==> config.mk <==
export PLATFORM = sky130hd
export DESIGN_NAME = lap_telemetry_statistics_unit
export DESIGN_NICKNAME = d
export VERILOG_FILES = /design/src/rtl/lts_pkg.sv /design/src/rtl/lts_div.sv /design/src/rtl/lts_ctrl.sv /design/src/rtl/lts_datapath.sv /design/src/rtl/lap_telemetry_statistics_unit.sv
export SDC_FILE = /design/constraint.sdc
export NUM_CORES = 2
export LEC_CHECK = 0
export BUFFER_PORTS_ARGS = -buffer_cell sky130_fd_sc_hd__buf_2
export CORE_MARGIN = 5
export CORE_UTILIZATION = 40
export DETAILED_ROUTE_END_ITERATION = 16
export PLACE_DENSITY_LB_ADDON = 0.08
export SETUP_SLACK_MARGIN = 0.1
export SLEW_MARGIN = 10
export SYNTH_ARGS = -nofsm -noshare
export SYNTH_HDL_FRONTEND = slang
export SYNTH_SLANG_ARGS = --single-unit
==> constraint.sdc <==
create_clock -name clk -period 30.5 [get_ports clk]
set_input_delay 6.1 -clock clk [delete_from_list [all_inputs] [get_ports clk]]
set_output_delay 6.1 -clock clk [all_outputs]
set_load 0.005 [all_outputs]
==> src/rtl/lts_pkg.sv <==
// lap telemetry statistics: shared constants, types and a helper function
// used by the controller, datapath and divider lanes; no dependencies
`default_nettype none

package lts_pkg;

    localparam int MaxSamples = 65536;
    localparam int TickMs     = 16;

    localparam int SpeedW = 17;
    localparam int PedalW = 13;
    localparam int GW     = 14;
    localparam int DistW  = 24;
    localparam int TimeW  = 21;
    localparam int CfgW   = 13;

    localparam int CountW    = $clog2(MaxSamples + 1);
    localparam int TickW     = $clog2(TickMs + 1);
    localparam int SpeedSumW = SpeedW + CountW;
    localparam int PedalSumW = PedalW + CountW;
    localparam int DivW      = SpeedSumW;
    localparam int StepW     = $clog2(DivW);
    localparam int ProdW     = CountW + TickW;
    localparam int TimeCalcW = (ProdW > TimeW) ? ProdW : TimeW + 1;

    localparam logic [SpeedW-1:0] NoCornerSpeed = SpeedW'(100000);
    localparam logic [TimeW-1:0]  TimeMax       = {TimeW{1'b1}};
    localparam logic [CountW-1:0] CountLimit    = CountW'(MaxSamples);

    localparam logic CfgCornerIdx = 1'b0;
    localparam logic CfgPedalIdx  = 1'b1;

    typedef struct packed {
        logic accept;
        logic div_step;
        logic load_out;
    } lts_cmd_t;

    function automatic logic [TimeW-1:0] time_of(input logic [CountW-1:0] count);
        logic [TimeCalcW-1:0] prod;
        prod = TimeCalcW'(count) * TimeCalcW'(TickMs);
        if (prod > TimeCalcW'(TimeMax))
            time_of = TimeMax;
        else
            time_of = prod[TimeW-1:0];
    endfunction

endpackage

`default_nettype wire

==> src/rtl/lts_div.sv <==
// lap telemetry statistics: one restoring divider lane, one quotient bit per step
// depends on lts_pkg
`default_nettype none

module lts_div (
    input  wire logic                       clk,
    input  wire logic                       start,
    input  wire logic                       step,
    input  wire logic [lts_pkg::DivW-1:0]   dividend,
    input  wire logic [lts_pkg::CountW-1:0] divisor,
    output logic      [lts_pkg::DivW-1:0]   quotient
);

    logic [lts_pkg::DivW-1:0]   quo_reg, quo_next;
    logic [lts_pkg::CountW-1:0] rem_reg, rem_next;
    logic [lts_pkg::CountW:0]   trial;
    logic [lts_pkg::CountW:0]   diff;
    logic                       ge;

    always_comb
    begin
        trial    = {rem_reg, quo_reg[lts_pkg::DivW-1]};
        diff     = trial - {1'b0, divisor};
        ge       = (trial >= {1'b0, divisor});
        quo_next = quo_reg;
        rem_next = rem_reg;
        if (start)
        begin
            quo_next = dividend;
            rem_next = '0;
        end
        else if (step)
        begin
            quo_next = {quo_reg[lts_pkg::DivW-2:0], ge};
            rem_next = ge ? diff[lts_pkg::CountW-1:0] : trial[lts_pkg::CountW-1:0];
        end
    end

    always_ff @(posedge clk)
    begin
        quo_reg <= quo_next;
        rem_reg <= rem_next;
    end

    assign quotient = quo_reg;

endmodule

`default_nettype wire

==> src/rtl/lts_ctrl.sv <==
// lap telemetry statistics: controller for sample intake, end-of-lap division
// and output word handoff; depends on lts_pkg
`default_nettype none

module lts_ctrl (
    input  wire logic          clk,
    input  wire logic          rst_n,
    input  wire logic          in_valid,
    input  wire logic          last_sample,
    input  wire logic          out_ready,
    output logic               in_ready,
    output logic               out_valid,
    output lts_pkg::lts_cmd_t  cmd
);

    localparam logic [1:0] StAcc  = 2'd0;
    localparam logic [1:0] StDiv  = 2'd1;
    localparam logic [1:0] StDone = 2'd2;

    logic [1:0]                state_reg, state_next;
    logic [lts_pkg::StepW-1:0] step_reg, step_next;
    logic                      out_valid_reg, out_valid_next;
    logic                      in_fire;

    always_comb
    begin
        in_ready       = (state_reg == StAcc);
        in_fire        = in_valid && in_ready;
        state_next     = state_reg;
        step_next      = step_reg;
        out_valid_next = out_valid_reg && !out_ready;
        cmd.accept     = in_fire;
        cmd.div_step   = 1'b0;
        cmd.load_out   = 1'b0;
        unique case (state_reg)
            StAcc:
            begin
                if (in_fire && last_sample)
                begin
                    state_next = StDiv;
                    step_next  = '0;
                end
            end
            StDiv:
            begin
                cmd.div_step = 1'b1;
                step_next    = step_reg + 1'b1;
                if (step_reg == lts_pkg::StepW'(lts_pkg::DivW - 1))
                    state_next = StDone;
            end
            StDone:
            begin
                if (!out_valid_reg || out_ready)
                begin
                    cmd.load_out   = 1'b1;
                    out_valid_next = 1'b1;
                    state_next     = StAcc;
                end
            end
            default:
            begin
                state_next = StAcc;
            end
        endcase
    end

    always_ff @(posedge clk or negedge rst_n)
    begin
        if (!rst_n)
        begin
            state_reg     <= StAcc;
            step_reg      <= '0;
            out_valid_reg <= 1'b0;
        end
        else
        begin
            state_reg     <= state_next;
            step_reg      <= step_next;
            out_valid_reg <= out_valid_next;
        end
    end

    assign out_valid = out_valid_reg;

endmodule

`default_nettype wire

==> src/rtl/lts_datapath.sv <==
// lap telemetry statistics: lap accumulators, peaks, result bank, divider lanes
// and output register; depends on lts_pkg and lts_div
`default_nettype none

module lts_datapath (
    input  wire logic                              clk,
    input  wire logic                              rst_n,
    input  wire lts_pkg::lts_cmd_t                 cmd,
    input  wire logic                              cfg_we,
    input  wire logic                              cfg_index,
    input  wire logic        [lts_pkg::CfgW-1:0]   cfg_data,
    input  wire logic        [lts_pkg::SpeedW-1:0] speed,
    input  wire logic        [lts_pkg::PedalW-1:0] throttle,
    input  wire logic        [lts_pkg::PedalW-1:0] brake,
    input  wire logic signed [lts_pkg::GW-1:0]     lateral_g,
    input  wire logic signed [lts_pkg::GW-1:0]     longitudinal_g,
    input  wire logic        [lts_pkg::DistW-1:0]  lap_distance,
    input  wire logic                              last_sample,
    output logic             [lts_pkg::SpeedW-1:0] max_speed,
    output logic             [lts_pkg::DistW-1:0]  top_speed_distance,
    output logic             [lts_pkg::GW-1:0]     max_lateral_g,
    output logic             [lts_pkg::GW-2:0]     max_accel_g,
    output logic signed      [lts_pkg::GW-1:0]     max_braking_g,
    output logic             [lts_pkg::SpeedW-1:0] min_corner_speed,
    output logic             [lts_pkg::SpeedW-1:0] avg_speed,
    output logic             [lts_pkg::PedalW-1:0] avg_throttle,
    output logic             [lts_pkg::PedalW-1:0] avg_brake,
    output logic             [lts_pkg::TimeW-1:0]  throttle_ms,
    output logic             [lts_pkg::TimeW-1:0]  brake_ms,
    output logic             [lts_pkg::TimeW-1:0]  coast_ms
);

    // configuration
    logic [lts_pkg::CfgW-1:0] corner_thr_reg;
    logic [lts_pkg::CfgW-1:0] pedal_thr_reg;

    // lap state
    logic        [lts_pkg::SpeedSumW-1:0] speed_sum_reg, speed_sum_next;
    logic        [lts_pkg::PedalSumW-1:0] throttle_sum_reg, throttle_sum_next;
    logic        [lts_pkg::PedalSumW-1:0] brake_sum_reg, brake_sum_next;
    logic        [lts_pkg::CountW-1:0]    count_reg, count_next;
    logic        [lts_pkg::SpeedW-1:0]    peak_speed_reg, peak_speed_next;
    logic        [lts_pkg::DistW-1:0]     peak_dist_reg, peak_dist_next;
    logic        [lts_pkg::GW-1:0]        peak_lat_reg, peak_lat_next;
    logic signed [lts_pkg::GW-1:0]        peak_accel_reg, peak_accel_next;
    logic signed [lts_pkg::GW-1:0]        peak_brk_reg, peak_brk_next;
    logic        [lts_pkg::SpeedW-1:0]    low_corner_reg, low_corner_next;
    logic        [lts_pkg::CountW-1:0]    thr_cnt_reg, thr_cnt_next;
    logic        [lts_pkg::CountW-1:0]    brk_cnt_reg, brk_cnt_next;
    logic        [lts_pkg::CountW-1:0]    cst_cnt_reg, cst_cnt_next;

    // finished lap waiting for its averages
    logic        [lts_pkg::SpeedW-1:0] res_speed_reg;
    logic        [lts_pkg::DistW-1:0]  res_dist_reg;
    logic        [lts_pkg::GW-1:0]     res_lat_reg;
    logic        [lts_pkg::GW-2:0]     res_accel_reg;
    logic signed [lts_pkg::GW-1:0]     res_brk_reg;
    logic        [lts_pkg::SpeedW-1:0] res_corner_reg;
    logic        [lts_pkg::TimeW-1:0]  res_thr_ms_reg;
    logic        [lts_pkg::TimeW-1:0]  res_brk_ms_reg;
    logic        [lts_pkg::TimeW-1:0]  res_cst_ms_reg;
    logic        [lts_pkg::CountW-1:0] div_n_reg;

    logic [lts_pkg::GW-1:0]   abs_lat;
    logic                     counting;
    logic                     start_div;
    logic [lts_pkg::DivW-1:0] q_speed, q_throttle, q_brake;

    always_comb
    begin
        abs_lat  = lateral_g[lts_pkg::GW-1] ? (~lateral_g + 1'b1) : lateral_g;
        counting = (count_reg < lts_pkg::CountLimit);

        speed_sum_next    = speed_sum_reg;
        throttle_sum_next = throttle_sum_reg;
        brake_sum_next    = brake_sum_reg;
        count_next        = count_reg;
        thr_cnt_next      = thr_cnt_reg;
        brk_cnt_next      = brk_cnt_reg;
        cst_cnt_next      = cst_cnt_reg;
        if (counting)
        begin
            speed_sum_next    = speed_sum_reg + lts_pkg::SpeedSumW'(speed);
            throttle_sum_next = throttle_sum_reg + lts_pkg::PedalSumW'(throttle);
            brake_sum_next    = brake_sum_reg + lts_pkg::PedalSumW'(brake);
            count_next        = count_reg + 1'b1;
            priority if (throttle > pedal_thr_reg)
                thr_cnt_next = thr_cnt_reg + 1'b1;
            else if (brake > pedal_thr_reg)
                brk_cnt_next = brk_cnt_reg + 1'b1;
            else
                cst_cnt_next = cst_cnt_reg + 1'b1;
        end

        peak_speed_next = peak_speed_reg;
        peak_dist_next  = peak_dist_reg;
        if (speed > peak_speed_reg)
        begin
            peak_speed_next = speed;
            peak_dist_next  = lap_distance;
        end
        peak_lat_next   = (abs_lat > peak_lat_reg) ? abs_lat : peak_lat_reg;
        peak_accel_next = (longitudinal_g > peak_accel_reg) ? longitudinal_g : peak_accel_reg;
        peak_brk_next   = (longitudinal_g < peak_brk_reg) ? longitudinal_g : peak_brk_reg;
        low_corner_next = low_corner_reg;
        if ((abs_lat > lts_pkg::GW'(corner_thr_reg)) && (speed < low_corner_reg))
            low_corner_next = speed;

        start_div = cmd.accept && last_sample;
    end

    always_ff @(posedge clk or negedge rst_n)
    begin
        if (!rst_n)
        begin
            corner_thr_reg <= lts_pkg::CfgW'(512);
            pedal_thr_reg  <= lts_pkg::CfgW'(410);
        end
        else if (cfg_we)
        begin
            unique case (cfg_index)
                lts_pkg::CfgCornerIdx: corner_thr_reg <= cfg_data;
                lts_pkg::CfgPedalIdx:  pedal_thr_reg  <= cfg_data;
                default:               ;
            endcase
        end
    end

    always_ff @(posedge clk or negedge rst_n)
    begin
        if (!rst_n)
        begin
            speed_sum_reg    <= '0;
            throttle_sum_reg <= '0;
            brake_sum_reg    <= '0;
            count_reg        <= '0;
            peak_speed_reg   <= '0;
            peak_dist_reg    <= '0;
            peak_lat_reg     <= '0;
            peak_accel_reg   <= '0;
            peak_brk_reg     <= '0;
            low_corner_reg   <= lts_pkg::NoCornerSpeed;
            thr_cnt_reg      <= '0;
            brk_cnt_reg      <= '0;
            cst_cnt_reg      <= '0;
        end
        else if (cmd.accept)
        begin
            if (last_sample)
            begin
                speed_sum_reg    <= '0;
                throttle_sum_reg <= '0;
                brake_sum_reg    <= '0;
                count_reg        <= '0;
                peak_speed_reg   <= '0;
                peak_dist_reg    <= '0;
                peak_lat_reg     <= '0;
                peak_accel_reg   <= '0;
                peak_brk_reg     <= '0;
                low_corner_reg   <= lts_pkg::NoCornerSpeed;
                thr_cnt_reg      <= '0;
                brk_cnt_reg      <= '0;
                cst_cnt_reg      <= '0;
            end
            else
            begin
                speed_sum_reg    <= speed_sum_next;
                throttle_sum_reg <= throttle_sum_next;
                brake_sum_reg    <= brake_sum_next;
                count_reg        <= count_next;
                peak_speed_reg   <= peak_speed_next;
                peak_dist_reg    <= peak_dist_next;
                peak_lat_reg     <= peak_lat_next;
                peak_accel_reg   <= peak_accel_next;
                peak_brk_reg     <= peak_brk_next;
                low_corner_reg   <= low_corner_next;
                thr_cnt_reg      <= thr_cnt_next;
                brk_cnt_reg      <= brk_cnt_next;
                cst_cnt_reg      <= cst_cnt_next;
            end
        end
    end

    always_ff @(posedge clk)
    begin
        if (start_div)
        begin
            res_speed_reg  <= peak_speed_next;
            res_dist_reg   <= peak_dist_next;
            res_lat_reg    <= peak_lat_next;
            res_accel_reg  <= peak_accel_next[lts_pkg::GW-2:0];
            res_brk_reg    <= peak_brk_next;
            res_corner_reg <= low_corner_next;
            res_thr_ms_reg <= lts_pkg::time_of(thr_cnt_next);
            res_brk_ms_reg <= lts_pkg::time_of(brk_cnt_next);
            res_cst_ms_reg <= lts_pkg::time_of(cst_cnt_next);
            div_n_reg      <= count_next;
        end
    end

    lts_div u_div_speed (
        .clk      (clk),
        .start    (start_div),
        .step     (cmd.div_step),
        .dividend (lts_pkg::DivW'(speed_sum_next)),
        .divisor  (div_n_reg),
        .quotient (q_speed)
    );

    lts_div u_div_throttle (
        .clk      (clk),
        .start    (start_div),
        .step     (cmd.div_step),
        .dividend (lts_pkg::DivW'(throttle_sum_next)),
        .divisor  (start_div ? count_next : div_n_reg),
        .quotient (q_throttle)
    );

    lts_div u_div_brake (
        .clk      (clk),
        .start    (start_div),
        .step     (cmd.div_step),
        .dividend (lts_pkg::DivW'(brake_sum_next)),
        .divisor  (div_n_reg),
        .quotient (q_brake)
    );

    always_ff @(posedge clk)
    begin
        if (cmd.load_out)
        begin
            max_speed          <= res_speed_reg;
            top_speed_distance <= res_dist_reg;
            max_lateral_g      <= res_lat_reg;
            max_accel_g        <= res_accel_reg;
            max_braking_g      <= res_brk_reg;
            min_corner_speed   <= res_corner_reg;
            avg_speed          <= q_speed[lts_pkg::SpeedW-1:0];
            avg_throttle       <= q_throttle[lts_pkg::PedalW-1:0];
            avg_brake          <= q_brake[lts_pkg::PedalW-1:0];
            throttle_ms        <= res_thr_ms_reg;
            brake_ms           <= res_brk_ms_reg;
            coast_ms           <= res_cst_ms_reg;
        end
    end

endmodule

`default_nettype wire

==> src/rtl/lap_telemetry_statistics_unit.sv <==
// lap telemetry statistics: top level joining controller and datapath
// depends on lts_pkg, lts_ctrl, lts_datapath
//
// usage:
//   input channel in_valid/in_ready carries one telemetry sample per word;
//   samples are taken one per cycle while a lap is being gathered
//   a word with last_sample set closes the lap: its statistics come out as
//   one result word on out_valid/out_ready; other samples give no result
//   after a last sample in_ready stays low while three restoring divider
//   lanes form the three averages one quotient bit per cycle, and until the
//   result has moved into the output register
//   throughput: one sample per cycle within a lap, none during a lap end
//   if the receiver stalls, the result waits in the output register and
//   samples of the next lap are still taken; a second lap end is taken too,
//   but its result and further intake wait until the output register frees up
//   reset clears all lap state and the output valid, and sets the
//   thresholds to 512 (cornering) and 410 (pedal)
//   cfg_we writes cfg_data to register cfg_index (0 corner, 1 pedal);
//   write only while no lap end is in flight
`default_nettype none

module lap_telemetry_statistics_unit (
    input  wire logic                              clk,
    input  wire logic                              rst_n,
    input  wire logic                              cfg_we,
    input  wire logic                              cfg_index,
    input  wire logic        [lts_pkg::CfgW-1:0]   cfg_data,
    input  wire logic                              in_valid,
    output logic                                   in_ready,
    input  wire logic        [lts_pkg::SpeedW-1:0] speed,
    input  wire logic        [lts_pkg::PedalW-1:0] throttle,
    input  wire logic        [lts_pkg::PedalW-1:0] brake,
    input  wire logic signed [lts_pkg::GW-1:0]     lateral_g,
    input  wire logic signed [lts_pkg::GW-1:0]     longitudinal_g,
    input  wire logic        [lts_pkg::DistW-1:0]  lap_distance,
    input  wire logic                              last_sample,
    output logic                                   out_valid,
    input  wire logic                              out_ready,
    output logic             [lts_pkg::SpeedW-1:0] max_speed,
    output logic             [lts_pkg::DistW-1:0]  top_speed_distance,
    output logic             [lts_pkg::GW-1:0]     max_lateral_g,
    output logic             [lts_pkg::GW-2:0]     max_accel_g,
    output logic signed      [lts_pkg::GW-1:0]     max_braking_g,
    output logic             [lts_pkg::SpeedW-1:0] min_corner_speed,
    output logic             [lts_pkg::SpeedW-1:0] avg_speed,
    output logic             [lts_pkg::PedalW-1:0] avg_throttle,
    output logic             [lts_pkg::PedalW-1:0] avg_brake,
    output logic             [lts_pkg::TimeW-1:0]  throttle_ms,
    output logic             [lts_pkg::TimeW-1:0]  brake_ms,
    output logic             [lts_pkg::TimeW-1:0]  coast_ms
);

    lts_pkg::lts_cmd_t cmd;

    lts_ctrl u_ctrl (
        .clk         (clk),
        .rst_n       (rst_n),
        .in_valid    (in_valid),
        .last_sample (last_sample),
        .out_ready   (out_ready),
        .in_ready    (in_ready),
        .out_valid   (out_valid),
        .cmd         (cmd)
    );

    lts_datapath u_datapath (
        .clk                (clk),
        .rst_n              (rst_n),
        .cmd                (cmd),
        .cfg_we             (cfg_we),
        .cfg_index          (cfg_index),
        .cfg_data           (cfg_data),
        .speed              (speed),
        .throttle           (throttle),
        .brake              (brake),
        .lateral_g          (lateral_g),
        .longitudinal_g     (longitudinal_g),
        .lap_distance       (lap_distance),
        .last_sample        (last_sample),
        .max_speed          (max_speed),
        .top_speed_distance (top_speed_distance),
        .max_lateral_g      (max_lateral_g),
        .max_accel_g        (max_accel_g),
        .max_braking_g      (max_braking_g),
        .min_corner_speed   (min_corner_speed),
        .avg_speed          (avg_speed),
        .avg_throttle       (avg_throttle),
        .avg_brake          (avg_brake),
        .throttle_ms        (throttle_ms),
        .brake_ms           (brake_ms),
        .coast_ms           (coast_ms)
    );

endmodule

`default_nettype wire

Yosys cells after proc, flatten, opt, wreduce, memory -nomap -nowiden
Index checks and enable logic that the tools add are counted.
{ "totals": {"regBits": 834, "output_inout_bits": 207, "word_cells": 159, "in_bits": 115} }
{ "classes": {"reduce_logical": 16, "mux": 56, "n_addsub": 12, "eq_ne": 6, "order_cmp": 15, "n_bitwise": 2} }
{ "op_table": {"columns": ["op", "n"], "rows": [
  ["$mux W17", 21],
  ["$mux W30", 8],
  ["$mux W34", 4],
  ["$mux W14", 7],
  ["$add A17 B1 Y17 const B", 4],
  ["$gt A21 B21 Y1 const B", 3],
  ["$add A30 B13 Y30", 2],
  ["$ge A18 B17 Y1", 3],
  ["$sub A17 B17 Y17", 3],
  ["$mux W24", 2],
  ["$add A34 B17 Y34", 1],
  ["$gt A14 B14 Y1", 2],
  ["$gt A13 B13 Y1", 2],
  ["$gt A17 B17 Y1", 1],
  ["$lt A17 B17 Y1", 1],
  ["$lt A17 B17 Y1 const B", 1],
  ["$add A14 B1 Y14 const B", 1],
  ["$gt A14 B13 Y1", 1],
  ["$lt A14 B14 Y1", 1],
  ["$not A14 Y14", 1],
  ["$mux W4", 3],
  ["$pmux W6 S2", 1],
  ["$reduce_and A2 Y1", 4],
  ["$add A6 B1 Y6 const B", 1],
  ["other kinds (15)", 29]
]} }

Depth between registers and ports, before layout
{ "depth": {"depth_word": 7, "depth_mapped": 21, "ltp_nobuf": 17} }

Cells and area by module
Synthesis repeated with hierarchy kept, for this count alone.
{ "hier_totals": {"cells_unflattened": 3610, "area_unflattened_um2": 41355.9} }
{ "modules_own_cells": {"columns": ["module", "seq_area_each_um2", "area_each_um2", "cells_per_inst", "instances"], "rows": [
  ["lts_datapath", 17862.1, 31704.2, 2725, 1],
  ["lts_div", 1361.3, 3042.9, 280, 3],
  ["lts_ctrl", 225.2, 523.0, 45, 1]
]} }

Worst setup path before layout
OpenSTA, ideal clock, no wires.
{ "synth_path": {"kind": "input-to-reg", "startpoint": "in out_ready", "endpoint": "reg u_datapath.avg_brake[0] (netlist name) (enable)", "path_buffers": 0, "required_ns": 29.728, "cell_stages": 2, "setup_ns": 0.772, "arrival_time_ns": 14.707, "setup_slack_ns": 15.020, "path_cell_list": "nand2b_1 -> nor2b_1"} }
{ "synth_rtl": {"columns": ["element", "line_no", "text"], "rows": [
  ["start, declared", "lap_telemetry_statistics_unit.sv:38", "input wire logic out_ready,"],
  ["end signal, assigned", "lts_datapath.sv:240", "avg_brake <= q_brake[lts_pkg::PedalW-1:0];"],
  ["end, declared", "lts_datapath.sv:27", "output logic [lts_pkg::PedalW-1:0] avg_brake,"]
]} }

Worst setup path in the final report
{ "layout_path": {"startpoint": "in in_valid", "endpoint": "reg u_datapath.u_div_throttle.rem_reg[5] (netlist name)"} }
{ "layout_between": {"elab_chain_len": 5, "word_cells_on_any_way": 6, "cone_classes": "add/sub (1); order compare (1); mux (2); reduce/logical (2)"} }
{ "layout_rtl": {"columns": ["element", "line_no", "text"], "rows": [
  ["start, declared", "lap_telemetry_statistics_unit.sv:28", "input wire logic in_valid,"],
  ["$logic_and A1 B1 Y1", "lts_ctrl.sv:28", "in_fire = in_valid && in_ready;"],
  ["$logic_and A1 B1 Y1", "lts_datapath.sv:109", "start_div = cmd.accept && last_sample;"],
  ["$mux W17", "lts_datapath.sv:215", ".divisor (start_div ? count_next : div_n_reg),"],
  ["named net u_datapath.u_div_throttle.divisor, one bit", "lts_div.sv:10", "input wire logic [lts_pkg::CountW-1:0] divisor,"],
  ["$ge A18 B17 Y1", "lts_div.sv:24", "ge = (trial >= {1'b0, divisor});"],
  ["$mux W17", "lts_div.sv:35", "rem_next = ge ? diff[lts_pkg::CountW-1:0] : trial[lts_pkg::CountW-1:0];"],
  ["end signal, assigned", "lts_div.sv:42", "rem_reg <= rem_next;"],
  ["end, declared", "lts_div.sv:15", "logic [lts_pkg::CountW-1:0] rem_reg, rem_next;"]
]} }
The timed path passes the listed nets, and every way through them passes these cells.
A chain may end at the register's enable or synchronous reset.

==> run_results.csv <==
group,metric,value,unit
critical_path,cp_cell_sequence,"buf_2 -> and2_1 -> buf_4 -> nand2_4 -> buf_4 -> nand2_1 -> o21ai_0 -> inv_1 -> ha_1 -> and3_1 -> a221oi_1 -> o21ai_1 -> o2111a_1 -> nor2_2 -> nor2_1 -> a21oi_1 -> o21ai_0",
logic_synthesis,synth_cell_type_count,96,
critical_path,crit_path_dat,10.58,ns
placed_design,port_buffer_count,309,
logic_synthesis,syn-instance-count,3967,
drt,route.vias.total,30000,
logic_synthesis,number_of_storage_elements_in_the_synthesis_netlist,810,
sta,fin_crit,10.06,ns
sta,worst_slew_margin_rel,24.7,%
placed_design,detailed_place.area,0.0445,mm²
drt,route.met2.wl,50.5,mm
critical_path,critical_path.max_stage_delay,0.86,ns
clocking,cts-htree-levels,3,
placed_design,detailed_place_hpwl,75.8,mm
drt,top_layer_used,"met4",
clocking,clk_pin_slew_worst_paths,0.06,ns
min_path,hp-class,"reg2reg",
power,power.leakage,19.6,nW
drt,post-route-drc-count,0,
floorplan,core_area,0.103,mm²
placed_design,dp_cells,5509,
logic_synthesis,synth_enable_flop_cells,437,
logic_synthesis,synthDominantAreaCellType,"edfxtp_1",
floorplan,placementRows,118,
critical_path,startpoint_types,"input port",
sta,finalClockSkew,0.0198,ns
final_layout,fill_cells,9713,
logic_synthesis,synthesis.area_per_instance,10.5,µm²
clocking,tritoncts,"built",
sta,setup_ws_final,20.44,ns
logic_synthesis,postSynth.asyncResetShare,36.7,%
sta,final-hold-violation-count,0,
clocking,clock-root-buffer,"clkbuf_16",
clocking,cts.hold.buffers_added,0,
logic_synthesis,post_synth_instance_area,0.0416,mm²
placed_design,pre_cts_slack,19.76,ns
drt,first_pass_iters,5,
placed_design,routabilityCongestion,0.831,
logic_synthesis,ys_warn_count,0,
power,post-layout-total-power,0.00440,W
drt,drtIter0Drc,1976,
outcome,status,"complete, no violations",
logic_synthesis,synth.area.top_cells,"edfxtp_1 32%, dfrtp_1 17%, ha_1 6.4%",
sta,grt_setup_unrepaired,"no",
clocking,cts_inserted_buffers,92,
sta,setup_violations,0,
grt,wire_length_of_the_first_global_routing_pass,174,mm
grt,grt_pass1_vias,29300,
drt,detail_route.wirelength,111,mm
drt,wl_met3,5.26,mm
logic_synthesis,synth_ff_type,"edfxtp_1",
grt,grt_use_total,19.7,%
logic_synthesis,leading_cell_type_by_number_of_instances_after_synthesis,"nand2_1",
final_layout,flow.area_growth_from_synthesis,14.4,%
clocking,cts.repair.resized,0,
floorplan,die_height,333,µm
clocking,cts.path.max_buffers,3,
power,pwr_density_cell,92.5,mW/mm²
drt,detail_route.vias_per_cell,5.28,
clocking,clkSinkCount,810,
sta,clock.fmax,0.0994,GHz
final_layout,finish.cell_count_without_fillers,5683,
floorplan,fp.dieW,333,µm
logic_synthesis,synth_top_cell_area_share,31.5,%
sta,timing_max_transition_violations_final,0,
critical_path,timing.critical_path.to_type,"register",
floorplan,start_util,40.2,%
floorplan,boundaryPins,322,
clocking,cts_setup_buffers,0,
final_layout,final_area,0.0476,mm²
critical_path,worst_path_max_delay_cell,"nor2_2",
critical_path,crit_type,"in2reg",
grt,antenna_found_initial,6,
logic_synthesis,synth_commonest_cells,"592 x nand2_1, 437 x edfxtp_1, 413 x o21ai_0",
sta,tightest_slew,1.13,ns
drt,route.layer.met1.wl,52.5,mm
grt,grt.overflow.total,0,
power,peakVddDrop,0.0000596,V
drt,ant_nets,0,
drt,wl_per_cell,19.6,µm
floorplan,floorplan.die_area,0.111,mm²
final_layout,final_net_count,4558,
critical_path,critical_path_peak_fanout,92,
job,drv_cap,0,
clocking,latest_clock_arrival_within_the_worst_skew_pair,0.67,ns
sta,fin_crit_sh,33.0,%
critical_path,worstPathRequired,31.02,ns
logic_synthesis,seq_total_area_yosys,53.1,%
final_layout,post_route_cells_drive_above_1_share,13.8,%
sta,timing.setup.tns,0,ns
grt,grt_start_max_net_pins,164,
## report_power, final
| group | leakage, nW | internal (W) | switching [W] |
|---|---|---|---|
| Combinational | 9.50 | 0.000614 | 0.000962 |
| Clock | 1.54 | 0.000693 | 0.000461 |
| Sequential | 8.57 | 0.00150 | 0.000179 |
| Total | 19.6 | 0.00280 | 0.00160 |
## stage by stage
step | util, % | hold WS, ns
5_1_grt | 46.0 | 0.424
6_report | 46.0 | 0.411
3_3_place_gp | 43.0 | 0.402
2_1_floorplan | - | 0.400
3_5_place_dp | 43.0 | 0.405
4_1_cts | 46.0 | 0.411
## layout make-up
class	count	area [µm²]	area share [%]
timing repair buffer	351	1900	4.00
clock inverter	45	537	1.13
sequential	810	22100	46.4
antenna	1	2.50	0.00525
inverter	226	872	1.83
multi-input combinational	2742	17900	37.5
clock buffer	128	2610	5.49
tap	1380	1730	3.63
## kinds of logic (layout without fill, tap and decap cells)
family	Yosys count	after routing	synth area share, %
buf+inv	426	750	4.22
mux	188	188	4.64
xor+xnor	193	193	4.06
other cells	1	13	0.00901
compound gates	941	941	14.3
simple gates	1188	1188	13.0
fa+ha+maj	220	220	6.72
flops	810	810	53.1
## path summary, 6_finish.rpt
check / from / to / slack [ns] / cells after the start
max: in_valid / u_datapath.u_div_throttle.rem_reg[5]$_SDFFE_PN0P_ / 20.44 / 17
min: u_datapath.res_cst_ms_reg[18]$_DFFE_PN_ / u_datapath.coast_ms[18]$_DFFE_PP_ / 0.41 / 0
max reg2reg: u_ctrl.state_reg[1]$_DFFE_PN0P_ / u_datapath.u_div_throttle.rem_reg[5]$_SDFFE_PN0P_ / 25.17 / 16
min reg2reg: u_datapath.res_cst_ms_reg[18]$_DFFE_PN_ / u_datapath.coast_ms[18]$_DFFE_PP_ / 0.41 / 0
max in group asynchronous: rst_n / u_datapath.peak_dist_reg[6]$_DFFE_PN0N_ / 22.87 / 3
min in group asynchronous: rst_n / u_datapath.peak_accel_reg[9]$_DFFE_PN0N_ / 5.41 / 1
## metal layers
metal  global-route usage [%]  vias up
met2                     31.6      641
li1                         -    14800
met5                        0        -
met1                     27.8    14400
met3                     3.09      159
met4                     5.80        0
## placed cells by master, fill, tap and decap left out, drive strengths merged, types with 123 or more instances in the layout
| master | instances |
|---|---|
| nor2 | 233 |
| buf | 351 |
| inv | 228 |
| o21ai | 431 |
| nand2 | 594 |
| dfrtp | 285 |
| xnor2 | 125 |
| clkbuf | 128 |
| ha | 214 |
| edfxtp | 437 |
| mux2i | 149 |
| a21oi | 123 |
## worst max-delay path: cells and delay by family
kind | cells | cell delay, ns
adder cells (fa/ha/maj) | 1 | 0.34
buffers and inverters | 4 | 1.19
AND/OR/NAND/NOR | 6 | 1.75
AO/OA/AOI/OAI | 6 | 1.13
(Power assumes the default switching activity.)
